### src/sv/fre_pkg.sv
package fre_pkg;

    localparam int MEDIAN_W    = 12;
    localparam int STRIP_W     = 4;
    localparam int BYTE_W      = 8;
    localparam int VAL_W       = 17;
    localparam int FIB_N       = 24;
    localparam int CODE_W      = 24;
    localparam int LEN_W       = 5;
    localparam int ACC_W       = 31;
    localparam int CNT_W       = 5;
    localparam int SCAN_LANES  = 8;
    localparam int SCAN_PASSES = 3;
    localparam int PASS_W      = 2;
    localparam int ADDR_W      = 3;
    localparam int DATA_W      = 32;

    localparam logic REG_MEDIAN = 1'b0;
    localparam logic REG_STRIP  = 1'b1;

    localparam logic [VAL_W-1:0] FIB_WEIGHT [FIB_N] = '{
        17'd1,     17'd2,     17'd3,     17'd5,     17'd8,     17'd13,
        17'd21,    17'd34,    17'd55,    17'd89,    17'd144,   17'd233,
        17'd377,   17'd610,   17'd987,   17'd1597,  17'd2584,  17'd4181,
        17'd6765,  17'd10946, 17'd17711, 17'd28657, 17'd46368, 17'd75025
    };

    typedef struct packed {
        logic [CODE_W-1:0] code;
        logic [LEN_W-1:0]  len;
        logic              flush;
    } fre_cw_t;

    typedef struct packed {
        logic [BYTE_W-1:0] data;
        logic              last;
    } fre_out_t;

    typedef enum logic [1:0] {
        F_IDLE,
        F_SCAN,
        F_SEND
    } front_state_t;

    typedef enum logic {
        B_LOAD,
        B_EMIT
    } back_state_t;

endpackage

### src/sv/fre_fifo.sv
module fre_fifo #(
    parameter int WIDTH = 8,
    parameter int AW    = 1
) (
    input  logic             clk,
    input  logic             rst_n,
    input  logic             wr_en,
    input  logic [WIDTH-1:0] din,
    output logic             full,
    input  logic             rd_en,
    output logic [WIDTH-1:0] dout,
    output logic             empty
);

    localparam int DEPTH = 1 << AW;

    logic [WIDTH-1:0] mem_reg [DEPTH];
    logic [AW-1:0]    wr_ptr_reg;
    logic [AW-1:0]    rd_ptr_reg;
    logic [AW:0]      count_reg;
    logic [AW:0]      count_next;
    logic             do_wr;
    logic             do_rd;

    assign full  = (count_reg == (AW+1)'(DEPTH));
    assign empty = (count_reg == '0);
    assign do_wr = wr_en && !full;
    assign do_rd = rd_en && !empty;
    assign dout  = mem_reg[rd_ptr_reg];

    always_comb
    begin
        count_next = count_reg;
        if (do_wr && !do_rd)
        begin
            count_next = count_reg + 1'b1;
        end
        else if (do_rd && !do_wr)
        begin
            count_next = count_reg - 1'b1;
        end
    end

    always_ff @(posedge clk or negedge rst_n)
    begin
        if (!rst_n)
        begin
            wr_ptr_reg <= '0;
            rd_ptr_reg <= '0;
            count_reg  <= '0;
        end
        else
        begin
            if (do_wr)
            begin
                wr_ptr_reg <= wr_ptr_reg + 1'b1;
            end
            if (do_rd)
            begin
                rd_ptr_reg <= rd_ptr_reg + 1'b1;
            end
            count_reg <= count_next;
        end
    end

    always_ff @(posedge clk)
    begin
        if (do_wr)
        begin
            mem_reg[wr_ptr_reg] <= din;
        end
    end

endmodule

### src/sv/fre_front.sv
module fre_front #(
    parameter int SAMPLE_BITS = 12
) (
    input  logic                            clk,
    input  logic                            rst_n,
    input  logic [SAMPLE_BITS-1:0]          sample,
    input  logic                            flush,
    input  logic                            push,
    output logic                            full,
    input  logic [fre_pkg::MEDIAN_W-1:0]    median,
    input  logic [fre_pkg::STRIP_W-1:0]     strip_bits,
    output fre_pkg::fre_cw_t                cw,
    output logic                            cw_push,
    input  logic                            cw_full
);

    import fre_pkg::*;

    localparam int RW = ((SAMPLE_BITS > MEDIAN_W) ? SAMPLE_BITS : MEDIAN_W) + 1;

    front_state_t            state_reg;
    front_state_t            state_next;
    logic [VAL_W-1:0]        val_reg;
    logic [VAL_W-1:0]        val_next;
    logic [CODE_W-1:0]       dig_reg;
    logic [CODE_W-1:0]       dig_next;
    logic [LEN_W-1:0]        len_reg;
    logic [LEN_W-1:0]        len_next;
    logic [PASS_W-1:0]       pass_reg;
    logic                    nocode_reg;
    logic                    flush_reg;
    logic                    accept;
    logic [SAMPLE_BITS-1:0]  shifted;
    logic [RW-1:0]           resid;
    logic [RW-1:0]           zz;
    logic                    nocode;
    logic                    last_pass;
    logic [LEN_W-1:0]        k;

    assign accept    = push && !full;
    assign shifted   = sample >> strip_bits;
    assign resid     = RW'(shifted) - RW'(median);
    // Negative residuals map to even codes, the rest to odd codes.
    assign zz        = resid[RW-1] ? ((RW'(0) - resid) << 1) : ((resid << 1) | RW'(1));
    assign nocode    = (int'(strip_bits) >= SAMPLE_BITS);
    assign last_pass = (pass_reg == PASS_W'(SCAN_PASSES - 1));

    // Greedy Zeckendorf search: eight digits per pass, highest weight first.
    always_comb
    begin
        val_next = val_reg;
        dig_next = dig_reg;
        len_next = len_reg;
        k        = '0;
        for (int j = 0; j < SCAN_LANES; j++)
        begin
            k = LEN_W'(FIB_N - 1 - j) - {pass_reg, 3'b000};
            if (val_next >= FIB_WEIGHT[k])
            begin
                dig_next[k] = 1'b1;
                val_next    = val_next - FIB_WEIGHT[k];
                if (len_next == '0)
                begin
                    len_next = k + LEN_W'(2);
                end
            end
        end
    end

    always_comb
    begin
        state_next = state_reg;
        full       = 1'b1;
        cw_push    = 1'b0;
        unique case (state_reg)
            F_IDLE:
            begin
                full = 1'b0;
                if (push)
                begin
                    state_next = F_SCAN;
                end
            end
            F_SCAN:
            begin
                if (last_pass)
                begin
                    state_next = F_SEND;
                end
            end
            F_SEND:
            begin
                if (!cw_full)
                begin
                    cw_push    = 1'b1;
                    full       = 1'b0;
                    state_next = push ? F_SCAN : F_IDLE;
                end
            end
            default:
            begin
                state_next = F_IDLE;
            end
        endcase
    end

    always_comb
    begin
        cw.flush = flush_reg;
        if (nocode_reg)
        begin
            cw.code = '0;
            cw.len  = '0;
        end
        else
        begin
            cw.code = dig_reg | (CODE_W'(1) << (len_reg - 1'b1));
            cw.len  = len_reg;
        end
    end

    always_ff @(posedge clk or negedge rst_n)
    begin
        if (!rst_n)
        begin
            state_reg <= F_IDLE;
            pass_reg  <= '0;
        end
        else
        begin
            state_reg <= state_next;
            if (accept)
            begin
                pass_reg <= '0;
            end
            else if (state_reg == F_SCAN)
            begin
                pass_reg <= pass_reg + 1'b1;
            end
        end
    end

    always_ff @(posedge clk)
    begin
        if (accept)
        begin
            val_reg    <= VAL_W'(zz);
            dig_reg    <= '0;
            len_reg    <= '0;
            nocode_reg <= nocode;
            flush_reg  <= flush;
        end
        else if (state_reg == F_SCAN)
        begin
            val_reg <= val_next;
            dig_reg <= dig_next;
            len_reg <= len_next;
        end
    end

endmodule

### src/sv/fre_pack.sv
module fre_pack (
    input  logic              clk,
    input  logic              rst_n,
    input  fre_pkg::fre_cw_t  cw,
    input  logic              cw_empty,
    output logic              cw_pop,
    output fre_pkg::fre_out_t ob,
    output logic              ob_push,
    input  logic              ob_full
);

    import fre_pkg::*;

    back_state_t       state_reg;
    back_state_t       state_next;
    logic [ACC_W-1:0]  acc_reg;
    logic [ACC_W-1:0]  acc_next;
    logic [CNT_W-1:0]  cnt_reg;
    logic [CNT_W-1:0]  cnt_next;
    logic              flush_reg;
    logic              flush_next;
    logic              full_byte;

    assign full_byte = (cnt_reg >= CNT_W'(BYTE_W));

    // Bits above the fill count are kept at zero, so a padded byte needs no mask.
    always_comb
    begin
        state_next = state_reg;
        acc_next   = acc_reg;
        cnt_next   = cnt_reg;
        flush_next = flush_reg;
        cw_pop     = 1'b0;
        ob_push    = 1'b0;
        ob.data    = acc_reg[BYTE_W-1:0];
        ob.last    = 1'b0;
        unique case (state_reg)
            B_LOAD:
            begin
                if (!cw_empty)
                begin
                    cw_pop     = 1'b1;
                    acc_next   = acc_reg | (ACC_W'(cw.code) << cnt_reg);
                    cnt_next   = cnt_reg + cw.len;
                    flush_next = cw.flush;
                    state_next = B_EMIT;
                end
            end
            B_EMIT:
            begin
                if (full_byte)
                begin
                    ob.last = flush_reg && (cnt_reg == CNT_W'(BYTE_W));
                    if (!ob_full)
                    begin
                        ob_push  = 1'b1;
                        acc_next = acc_reg >> BYTE_W;
                        cnt_next = cnt_reg - CNT_W'(BYTE_W);
                    end
                end
                else if (flush_reg && (cnt_reg != '0))
                begin
                    ob.last = 1'b1;
                    if (!ob_full)
                    begin
                        ob_push    = 1'b1;
                        acc_next   = '0;
                        cnt_next   = '0;
                        state_next = B_LOAD;
                    end
                end
                else
                begin
                    state_next = B_LOAD;
                end
            end
            default:
            begin
                state_next = B_LOAD;
            end
        endcase
    end

    always_ff @(posedge clk or negedge rst_n)
    begin
        if (!rst_n)
        begin
            state_reg <= B_LOAD;
            acc_reg   <= '0;
            cnt_reg   <= '0;
            flush_reg <= 1'b0;
        end
        else
        begin
            state_reg <= state_next;
            acc_reg   <= acc_next;
            cnt_reg   <= cnt_next;
            flush_reg <= flush_next;
        end
    end

endmodule

### src/sv/fibonacci_residual_encoder.sv
// Each sample beat is shifted right by strip_bits, offset by median, zigzag mapped and
// Fibonacci coded, and the code bits are packed LSB first into bytes; a flush beat
// zero-pads any partial final byte and marks the final byte with last. The front end
// maps a sample as it is taken, runs the digit search at eight compare-and-subtract
// steps per cycle, and hands the finished codeword on, while the next sample is taken,
// once the two-entry queue behind it has room; it takes no new sample mid-search. The
// packer loads a codeword, then emits one byte per cycle while the four-entry result
// queue has room, and returns to loading after the last full byte or after the padded
// byte of a flush; results wait until popped. No clearing pass runs after reset.
module fibonacci_residual_encoder #(
    parameter int SAMPLE_BITS = 12
) (
    input  logic                          clk,
    input  logic                          rst_n,
    input  logic [SAMPLE_BITS-1:0]        sample,
    input  logic                          flush,
    input  logic                          push,
    output logic                          full,
    output logic [fre_pkg::BYTE_W-1:0]    byte_res,
    output logic                          last,
    output logic                          empty,
    input  logic                          pop,
    input  logic                          psel,
    input  logic                          penable,
    input  logic                          pwrite,
    input  logic [fre_pkg::ADDR_W-1:0]    paddr,
    input  logic [fre_pkg::DATA_W-1:0]    pwdata,
    output logic [fre_pkg::DATA_W-1:0]    prdata,
    output logic                          pready
);

    import fre_pkg::*;

    logic [MEDIAN_W-1:0] median_reg;
    logic [STRIP_W-1:0]  strip_reg;
    logic                cfg_wr;
    logic                reg_sel;
    fre_cw_t             front_cw;
    fre_cw_t             back_cw;
    logic                mid_push;
    logic                mid_full;
    logic                mid_pop;
    logic                mid_empty;
    fre_out_t            pack_ob;
    fre_out_t            oq_dout;
    logic                oq_push;
    logic                oq_full;

    assign pready  = 1'b1;
    assign reg_sel = paddr[2];
    assign cfg_wr  = psel && penable && pwrite && pready;
    assign prdata  = (reg_sel == REG_MEDIAN) ? DATA_W'(median_reg) : DATA_W'(strip_reg);

    always_ff @(posedge clk or negedge rst_n)
    begin
        if (!rst_n)
        begin
            median_reg <= '0;
            strip_reg  <= '0;
        end
        else if (cfg_wr)
        begin
            if (reg_sel == REG_MEDIAN)
            begin
                median_reg <= pwdata[MEDIAN_W-1:0];
            end
            else
            begin
                strip_reg <= pwdata[STRIP_W-1:0];
            end
        end
    end

    fre_front #(
        .SAMPLE_BITS (SAMPLE_BITS)
    ) u_front (
        .clk        (clk),
        .rst_n      (rst_n),
        .sample     (sample),
        .flush      (flush),
        .push       (push),
        .full       (full),
        .median     (median_reg),
        .strip_bits (strip_reg),
        .cw         (front_cw),
        .cw_push    (mid_push),
        .cw_full    (mid_full)
    );

    fre_fifo #(
        .WIDTH ($bits(fre_cw_t)),
        .AW    (1)
    ) u_mid_q (
        .clk   (clk),
        .rst_n (rst_n),
        .wr_en (mid_push),
        .din   (front_cw),
        .full  (mid_full),
        .rd_en (mid_pop),
        .dout  (back_cw),
        .empty (mid_empty)
    );

    fre_pack u_pack (
        .clk      (clk),
        .rst_n    (rst_n),
        .cw       (back_cw),
        .cw_empty (mid_empty),
        .cw_pop   (mid_pop),
        .ob       (pack_ob),
        .ob_push  (oq_push),
        .ob_full  (oq_full)
    );

    fre_fifo #(
        .WIDTH ($bits(fre_out_t)),
        .AW    (2)
    ) u_out_q (
        .clk   (clk),
        .rst_n (rst_n),
        .wr_en (oq_push),
        .din   (pack_ob),
        .full  (oq_full),
        .rd_en (pop),
        .dout  (oq_dout),
        .empty (empty)
    );

    assign byte_res = oq_dout.data;
    assign last     = oq_dout.last;

    a_busy_after_accept: assert property (@(posedge clk) disable iff (!rst_n)
        (push && !full) |=> full)
        else $error("front end took a second sample during a digit search");

    a_mid_no_overflow: assert property (@(posedge clk) disable iff (!rst_n)
        !(mid_push && mid_full))
        else $error("codeword handed on while the middle queue was full");

    a_out_no_overflow: assert property (@(posedge clk) disable iff (!rst_n)
        !(oq_push && oq_full))
        else $error("byte written while the result queue was full");

    a_len_range: assert property (@(posedge clk) disable iff (!rst_n)
        mid_push |-> (front_cw.len <= LEN_W'(CODE_W)))
        else $error("codeword length exceeds the code width");

endmodule
### config.mk
export PLATFORM = sky130hd
export DESIGN_NAME = fibonacci_residual_encoder
export DESIGN_NICKNAME = d
export VERILOG_FILES = /design/src/sv/fre_pkg.sv /design/src/sv/fre_fifo.sv /design/src/sv/fre_front.sv /design/src/sv/fre_pack.sv /design/src/sv/fibonacci_residual_encoder.sv
export SDC_FILE = /design/constraint.sdc
export NUM_CORES = 1
export LEC_CHECK = 0
export BUFFER_PORTS_ARGS = -buffer_cell sky130_fd_sc_hd__buf_2
export CORE_MARGIN = 4
export CORE_UTILIZATION = 42
export DETAILED_ROUTE_END_ITERATION = 7
export GPL_ROUTABILITY_DRIVEN = 0
export HOLD_SLACK_MARGIN = 0.12
export PLACE_DENSITY_LB_ADDON = 0.05
export SETUP_SLACK_MARGIN = 0.4
export SYNTH_ARGS = -nofsm -noshare
export SYNTH_HDL_FRONTEND = slang
export SYNTH_SLANG_ARGS = --single-unit
### constraint.sdc
create_clock -name clk -period 57.6 [get_ports clk]
set_input_delay 2.88 -clock clk [delete_from_list [all_inputs] [get_ports clk]]
set_output_delay 2.88 -clock clk [all_outputs]
set_load 0.005 [all_outputs]
==> results.py, run 1 <==
metrics = {
    "worst_hold_path": {
        "min_path_type": "reg -> reg",
    },
    "layout": {
        "nNetsFinal": 2322,
        "drive_above_1_share_pct": 12.2,
        "largest_register_ffs": 60,
        "final_util_pct": 46.0,
        "area_of_combinational_cells_with_multiple_inputs_sq_um": 12300,
        "layout-area-overhead-vs-synth_pct": 8.28,
        "final-seq-area_sq_um": 5720,
        "n_antenna_cell": 0,
        "fillCellCount": 4351,
        "post_layout_nonfiller_instances": 2757,
    },
    "die": {
        "fp.dieW_um": 219,
        "floorplan.core_area_sq_um": 44200,
        "die-area_sq_um": 48100,
        "initial_utilization_pct": 42.5,
        "placement_rows": 77,
        "fp.dieH_um": 219,
        "floorplan.io_pins": 99,
    },
    "placement": {
        "place_worst_setup_slack_ns": 31.59,
        "placed_cells": 2709,
        "numPortBuffers": 55,
        "dpl.hpwl_um": 41400,
    },
    "sta": {
        "tightest_slew_ns": 1.00,
        "post-route-period-util_pct": 45.6,
        "worst_slack_ns": 31.35,
        "period_minus_slack_ns": 26.25,
        "relSlewSlack_pct": 33.2,
        "grt_setup_unrepaired": "no",
        "final_max_slew_viol_count": 0,
        "max_freq_mhz": 38.1,
        "final.setup.tns_ns": 0,
        "setup_viols_final": 0,
        "hold_viol_final": 0,
        "clock-skew-final_ns": 0.0196,
    },
    "clock_network": {
        "post_cts_resized": 0,
        "clock_tree.htree_level_count": 1,
        "cts_tree": "yes",
        "cts_sinks": 213,
        "postCtsSetupRepairBufs": 0,
        "path_clk_slew_ns": 0.06,
        "hold_fix_buffer_count_after_cts": 0,
        "clock_tree.root_cell": "sky130_fd_sc_hd__clkbuf_16",
        "clock_insertion_delay_worst_skew_ns": 0.52,
        "cts_max_path_buffers": 3,
        "cts_made_buffers": 26,
    },
    "synth": {
        "post_synth.cell_area_avg_sq_um": 8.77,
        "ys_ff_latch": 213,
        "synthArstFlopShare_pct": 32.4,
        "netlist_instances": 2142,
        "synth_ff_type": "sky130_fd_sc_hd__edfxtp_1",
        "synthesis_warning_total": 0,
        "mappedNetlistArea_sq_um": 18800,
        "synth_edf_count": 111,
        "synth_seq_area_share_pct": 30.5,
        "synth.lib_cells_used.distinct": 114,
    },
    "critical_path": {
        "worst-endpoint-arrival_ns": 26.52,
        "timing.critical_path.mode_cell": "sky130_fd_sc_hd__a21o_1",
        "timing.critical_path.required_ns": 57.87,
        "path_class": "reg -> reg",
        "worstPathMaxFanout": 42,
        "reg2reg_slack_ns": 31.35,
        "critPathLaunchType": "flop",
        "endpoint_kind": "flop",
        "critical-path-top-delay-family": "compound AO/OA/AOI/OAI gates",
        "timing.critical_path.slowest_stage_cell": "sky130_fd_sc_hd__nor2_2",
        "worst_path_largest_cell_delay_ns": 0.78,
        "cp.buffers_inverters": 8,
    },
    "grt": {
        "total_routing_resource_utilization_after_global_routing_pct": 21.9,
        "maximum_number_of_pins_on_one_net_before_global_route_repair": 70,
        "grt_pass1_vias": 15800,
        "grt_overflow": 0,
        "wire_length_of_the_first_global_routing_pass_um": 85800,
        "grt_antenna_before_repair": 0,
    },
    "drt": {
        "wl_per_cell_um": 19.4,
        "vias_per_cell": 5.86,
        "remaining_drc_errors": 0,
        "wirelength_um": 53600,
        "first_iter_violations": 1082,
        "via_count": 16100,
        "drt_pre_antenna_iters": 5,
        "final_antenna_net_count": 0,
    },
    "status": {
        "run_status": "completed",
    },
    "flow_run": {
        "cap_violations": 0,
    },
}
## layer usage
layer  GRT usage, %  part of all wire [%]  vias up  wire length (um)
li1               -                     -     7942                 -
met5              0                     0        -                 0
met1           29.5                    46     7819             24500
met2           37.5                    48      307             25700
met4           6.91                   3.3        0              1770
met3           1.65                   3.1       81              1650
## synthesized netlist by cell type (31+ instances only)
master,count,area [sq um]
sky130_fd_sc_hd__xnor2_1,77,674
sky130_fd_sc_hd__mux2i_1,51,510
sky130_fd_sc_hd__nor3_1,36,180
sky130_fd_sc_hd__mux2_2,55,619
sky130_fd_sc_hd__a31oi_1,31,194
sky130_fd_sc_hd__clkbuf_1,66,248
sky130_fd_sc_hd__ha_1,111,1390
sky130_fd_sc_hd__o21ai_0,123,616
sky130_fd_sc_hd__a21o_1,35,263
sky130_fd_sc_hd__nand3_1,48,240
sky130_fd_sc_hd__inv_1,79,297
sky130_fd_sc_hd__edfxtp_1,111,3330
sky130_fd_sc_hd__nand2_1,190,713
sky130_fd_sc_hd__a21oi_1,178,891
sky130_fd_sc_hd__dfxtp_1,33,661
sky130_fd_sc_hd__xor2_1,45,394
sky130_fd_sc_hd__nor2_1,242,908
sky130_fd_sc_hd__dfrtp_1,69,1730
## area by class of cell
type                            count  share of cell area, %
Timing Repair Buffer               74                   2.07
Inverter                           82                   1.51
Tap cell                          592                   3.64
Clock inverter                     11                  0.591
Multi-Input combinational cell   1748                   60.3
Clock buffer                       37                   3.75
Sequential cell                   213                   28.1
## logic make-up (layout without fill, tap and decap cells)
logic type / after synthesis / after routing / share of synthesized area, %
XOR/XNOR: 123 / 123 / 5.78
other: 2 / 21 / 0.0400
AND/OR/NAND/NOR: 709 / 709 / 17.9
AO/OA/AOI/OAI: 635 / 635 / 22.9
multiplexers: 138 / 138 / 9.65
flip-flops: 213 / 213 / 30.5
adder cells (fa/ha/maj): 122 / 122 / 8.57
buffers and inverters: 200 / 204 / 4.66
## placed cells by master (no fill, tap or decap), types with 12 or more instances in the layout
master | Yosys | final
sky130_fd_sc_hd__nor2_1 | 242 | 241
sky130_fd_sc_hd__nand2_1 | 190 | 190
sky130_fd_sc_hd__a21oi_1 | 178 | 178
sky130_fd_sc_hd__o21ai_0 | 123 | 123
sky130_fd_sc_hd__edfxtp_1 | 111 | 111
sky130_fd_sc_hd__ha_1 | 111 | 110
sky130_fd_sc_hd__inv_1 | 79 | 79
sky130_fd_sc_hd__xnor2_1 | 77 | 77
sky130_fd_sc_hd__dfrtp_1 | 69 | 68
sky130_fd_sc_hd__mux2_2 | 55 | 55
sky130_fd_sc_hd__buf_2 | 9 | 54
sky130_fd_sc_hd__mux2i_1 | 51 | 51
sky130_fd_sc_hd__nand3_1 | 48 | 48
sky130_fd_sc_hd__xor2_1 | 45 | 45
sky130_fd_sc_hd__nor3_1 | 36 | 36
sky130_fd_sc_hd__a21o_1 | 35 | 35
sky130_fd_sc_hd__dfxtp_1 | 33 | 33
sky130_fd_sc_hd__a31oi_1 | 31 | 31
sky130_fd_sc_hd__nor2b_1 | 29 | 29
sky130_fd_sc_hd__mux4_2 | 28 | 28
sky130_fd_sc_hd__clkbuf_16 | 0 | 27
sky130_fd_sc_hd__nand2b_1 | 24 | 24
sky130_fd_sc_hd__o22ai_1 | 23 | 23
sky130_fd_sc_hd__o211ai_1 | 22 | 22
sky130_fd_sc_hd__and2_1 | 21 | 21
sky130_fd_sc_hd__a211oi_1 | 21 | 21
sky130_fd_sc_hd__conb_1 | 2 | 21
sky130_fd_sc_hd__o31ai_1 | 20 | 20
sky130_fd_sc_hd__buf_4 | 24 | 20
sky130_fd_sc_hd__nand4_1 | 19 | 19
sky130_fd_sc_hd__or3_1 | 17 | 17
sky130_fd_sc_hd__or2_2 | 14 | 14
sky130_fd_sc_hd__o21ai_1 | 14 | 14
sky130_fd_sc_hd__a211o_1 | 12 | 12
## worst paths after layout
path	from	end	cells after the start
worst max-delay path	u_front.pass_reg[0]	u_front.val_reg[7]	96
max in group asynchronous	rst_n	u_mid_q.rd_ptr_reg	1
min in group asynchronous	rst_n	u_pack.acc_reg[30]	1
worst max register to register	u_front.pass_reg[0]	u_front.val_reg[7]	96
worst min-delay path	u_front.flush_reg	u_mid_q.mem_reg[0][0]	0
worst min register to register	u_front.flush_reg	u_mid_q.mem_reg[0][0]	0
## worst register-to-register path: cells and delay by family, from the launching register on
kind,cells,cell delay (ns)
adder cells (fa/ha/maj),9,3.20
flip-flops,1,0.50
buffers and inverters,8,1.92
AO/OA/AOI/OAI,46,12.62
multiplexers,2,0.68
AND/OR/NAND/NOR,31,7.10
## metrics by stage
step                      instance area (sq um)  hold WS (ns)
after floorplan                           18800         0.421
after global placement                    19400         0.433
after detailed placement                  19400         0.450
after CTS                                 20300         0.443
after global routing                      20300         0.473
final                                     20300         0.446
Power of run 1 is left out: the tool's default activity adds up to more than one toggle a clock period on the data nets, which glitch-free logic cannot reach.
==> inputs of run 2 (changes only) <==
Clock period 57.6 ns to 22.5 ns, I/O delays scaled along.
==> run 2 against run 1 <==
Against the previous run: setup slack lost 29 ns; global-route usage is 0.54 points higher; cell count grew 2.8%; critical path type unchanged; critical endpoint is now u_front.val_reg[5]; largest cell class unchanged.
==> results.py, run 2 (same netlist as run 1, synthesis figures left out) <==
metrics = {
    "critical_path": {
        "r2r_end": "u_front.val_reg[5]",
        "worstPathMaxFanout": 19,
        "reg2reg_start": "u_front.pass_reg[0]",
        "reg2reg_slack_ns": 2.07,
        "worst_path_largest_cell_delay_ns": 0.50,
        "endpoint_kind": "flop",
        "worst-endpoint-arrival_ns": 20.72,
        "critPathLaunchType": "flop",
        "timing.critical_path.required_ns": 22.78,
        "timing.critical_path.slowest_stage_cell": "sky130_fd_sc_hd__o41a_1",
        "reg2reg_depth": 101,
        "path_class": "reg -> reg",
    },
    "sta": {
        "post-route-period-util_pct": 90.8,
        "tightest_slew_ns": 0.941,
        "setup_viols_final": 0,
        "final_max_slew_viol_count": 0,
        "clock-skew-final_ns": 0.0373,
        "relSlewSlack_pct": 35.7,
        "period_minus_slack_ns": 20.43,
        "holdWs_ns": 0.464,
        "hold_viol_final": 0,
        "grt_setup_unrepaired": "no",
        "final.setup.tns_ns": 0,
        "worst_slack_ns": 2.07,
        "max_freq_mhz": 48.9,
    },
    "placement": {
        "numPortBuffers": 55,
        "place_worst_setup_slack_ns": 0.742,
        "dpl.hpwl_um": 43200,
    },
    "layout": {
        "fillCellCount": 4353,
        "final_cell_mix": "238 x sky130_fd_sc_hd__nor2_1, 190 x sky130_fd_sc_hd__nand2_1, 174 x sky130_fd_sc_hd__a21oi_1",
        "layout_commonest_cell": "sky130_fd_sc_hd__nor2_1",
        "nNetsFinal": 2401,
        "n_antenna_cell": 0,
        "drive_above_1_share_pct": 16.4,
        "largest_register_ffs": 60,
        "layout-area-overhead-vs-synth_pct": 12.2,
    },
    "die": {
        "fp.dieH_um": 219,
        "floorplan.core_area_sq_um": 44200,
        "die-area_sq_um": 48100,
        "floorplan.io_pins": 99,
        "initial_utilization_pct": 42.5,
        "placement_rows": 77,
        "fp.dieW_um": 219,
    },
    "status": {
        "run_status": "completed",
    },
    "clock_network": {
        "clock_insertion_delay_worst_skew_ns": 0.55,
        "cts_sinks": 213,
        "clock_tree.root_cell": "sky130_fd_sc_hd__clkbuf_16",
        "path_clk_slew_ns": 0.06,
        "cts_made_buffers": 24,
        "cts_tree": "yes",
        "clock_tree.htree_level_count": 1,
        "cts_max_path_buffers": 3,
    },
    "drt": {
        "dr.max_layer_used": "met4",
        "met3_length_um": 1600,
        "drt_pre_antenna_iters": 7,
        "via_count": 16400,
        "wirelength_um": 55100,
        "first_iter_violations": 1075,
        "wl_per_cell_um": 19.4,
        "route.layer.met1.wl_um": 25000,
        "final_antenna_net_count": 0,
        "vias_per_cell": 5.80,
        "remaining_drc_errors": 0,
        "route.met2.wl_um": 26800,
    },
    "worst_hold_path": {
        "min_path_type": "reg -> reg",
        "worst_hold_path.num_cells": 0,
        "whs_endpoint": "u_mid_q.mem_reg[1][0]",
        "hold_start": "u_front.flush_reg",
    },
    "grt": {
        "grt_antenna_before_repair": 0,
        "total_routing_resource_utilization_after_global_routing_pct": 22.4,
        "maximum_number_of_pins_on_one_net_before_global_route_repair": 70,
        "wire_length_of_the_first_global_routing_pass_um": 87300,
        "grt_overflow": 0,
        "grt_pass1_vias": 16400,
    },
    "flow_run": {
        "cap_violations": 0,
    },
}
-- run 2: cell count changes in the layout (fill, tap and decap cells not counted), moves of 3 or more --
cell / delta
sky130_fd_sc_hd__buf_4: +76
sky130_fd_sc_hd__o21ai_0: -8
sky130_fd_sc_hd__o21ai_1: +6
sky130_fd_sc_hd__clkbuf_8: -5
sky130_fd_sc_hd__a21oi_1: -4
sky130_fd_sc_hd__buf_6: +4
sky130_fd_sc_hd__a21oi_2: +3
sky130_fd_sc_hd__clkbuf_16: -3
sky130_fd_sc_hd__nor2_1: -3
-- run 2: area by class of cell --
class                   instances  area (sq um)  area share (%)
multi-input cells            1748         12400            59.0
well taps                     592           741            3.52
clock inverters                16           185           0.879
repair buffers                155          1050            4.99
flip-flops and latches        213          5720            27.2
inverters                      82           312            1.48
clock buffers                  28           616            2.92
-- run 2: worst max-delay path by stage --
stage | start | end | slack (ns) | depth (start not counted)
after floorplan | u_front.pass_reg[0] | u_front.val_reg[1] | 0.63 | 111
after global routing | u_front.pass_reg[0] | u_front.val_reg[5] | 0.39 | 106
final | u_front.pass_reg[0] | u_front.val_reg[5] | 2.07 | 101
after detailed placement | u_front.pass_reg[0] | u_front.val_reg[5] | 0.74 | 105
after CTS | u_front.pass_reg[0] | u_front.val_reg[5] | 0.56 | 105
after global placement | u_front.pass_reg[0] | u_front.val_reg[5] | 0.82 | 105
-- run 2: through the flow --
stage / area, sq um / std cells / util (%)
global route: 21100 / 2834 / 47.6
finish: 21100 / 2834 / 47.6
detailed placement: 20000 / 2783 / 45.3
floorplan: 18900 / 2161 / -
CTS: 20800 / 2827 / 47.1
global placement: 20000 / 2783 / 45.3
-- run 2: timing repair --
action	4_1_cts	5_1_grt
gates resized for setup	0	49
hold endpoints to repair	0	0
hold buffers	0	0
setup buffers	0	7
endpoints found under the setup margin	0	23
-- run 2: critical path: cells and delay by family, from the launching register on --
kind,cells,cell delay [ns]
buf+inv,15,2.44
compound gates,44,9.18
xor+xnor,1,0.20
flops,1,0.46
fa+ha+maj,9,2.74
simple gates,29,4.46
mux,3,0.65
-- run 2: per-layer routing --
layer | vias up | GRT usage [%]
li1 | 8125 | -
met1 | 7922 | 29.5
met2 | 303 | 39.1
met3 | 88 | 2.08
met4 | 0 | 6.91
met5 | - | 0
Power of run 2 is left out for the same reason.
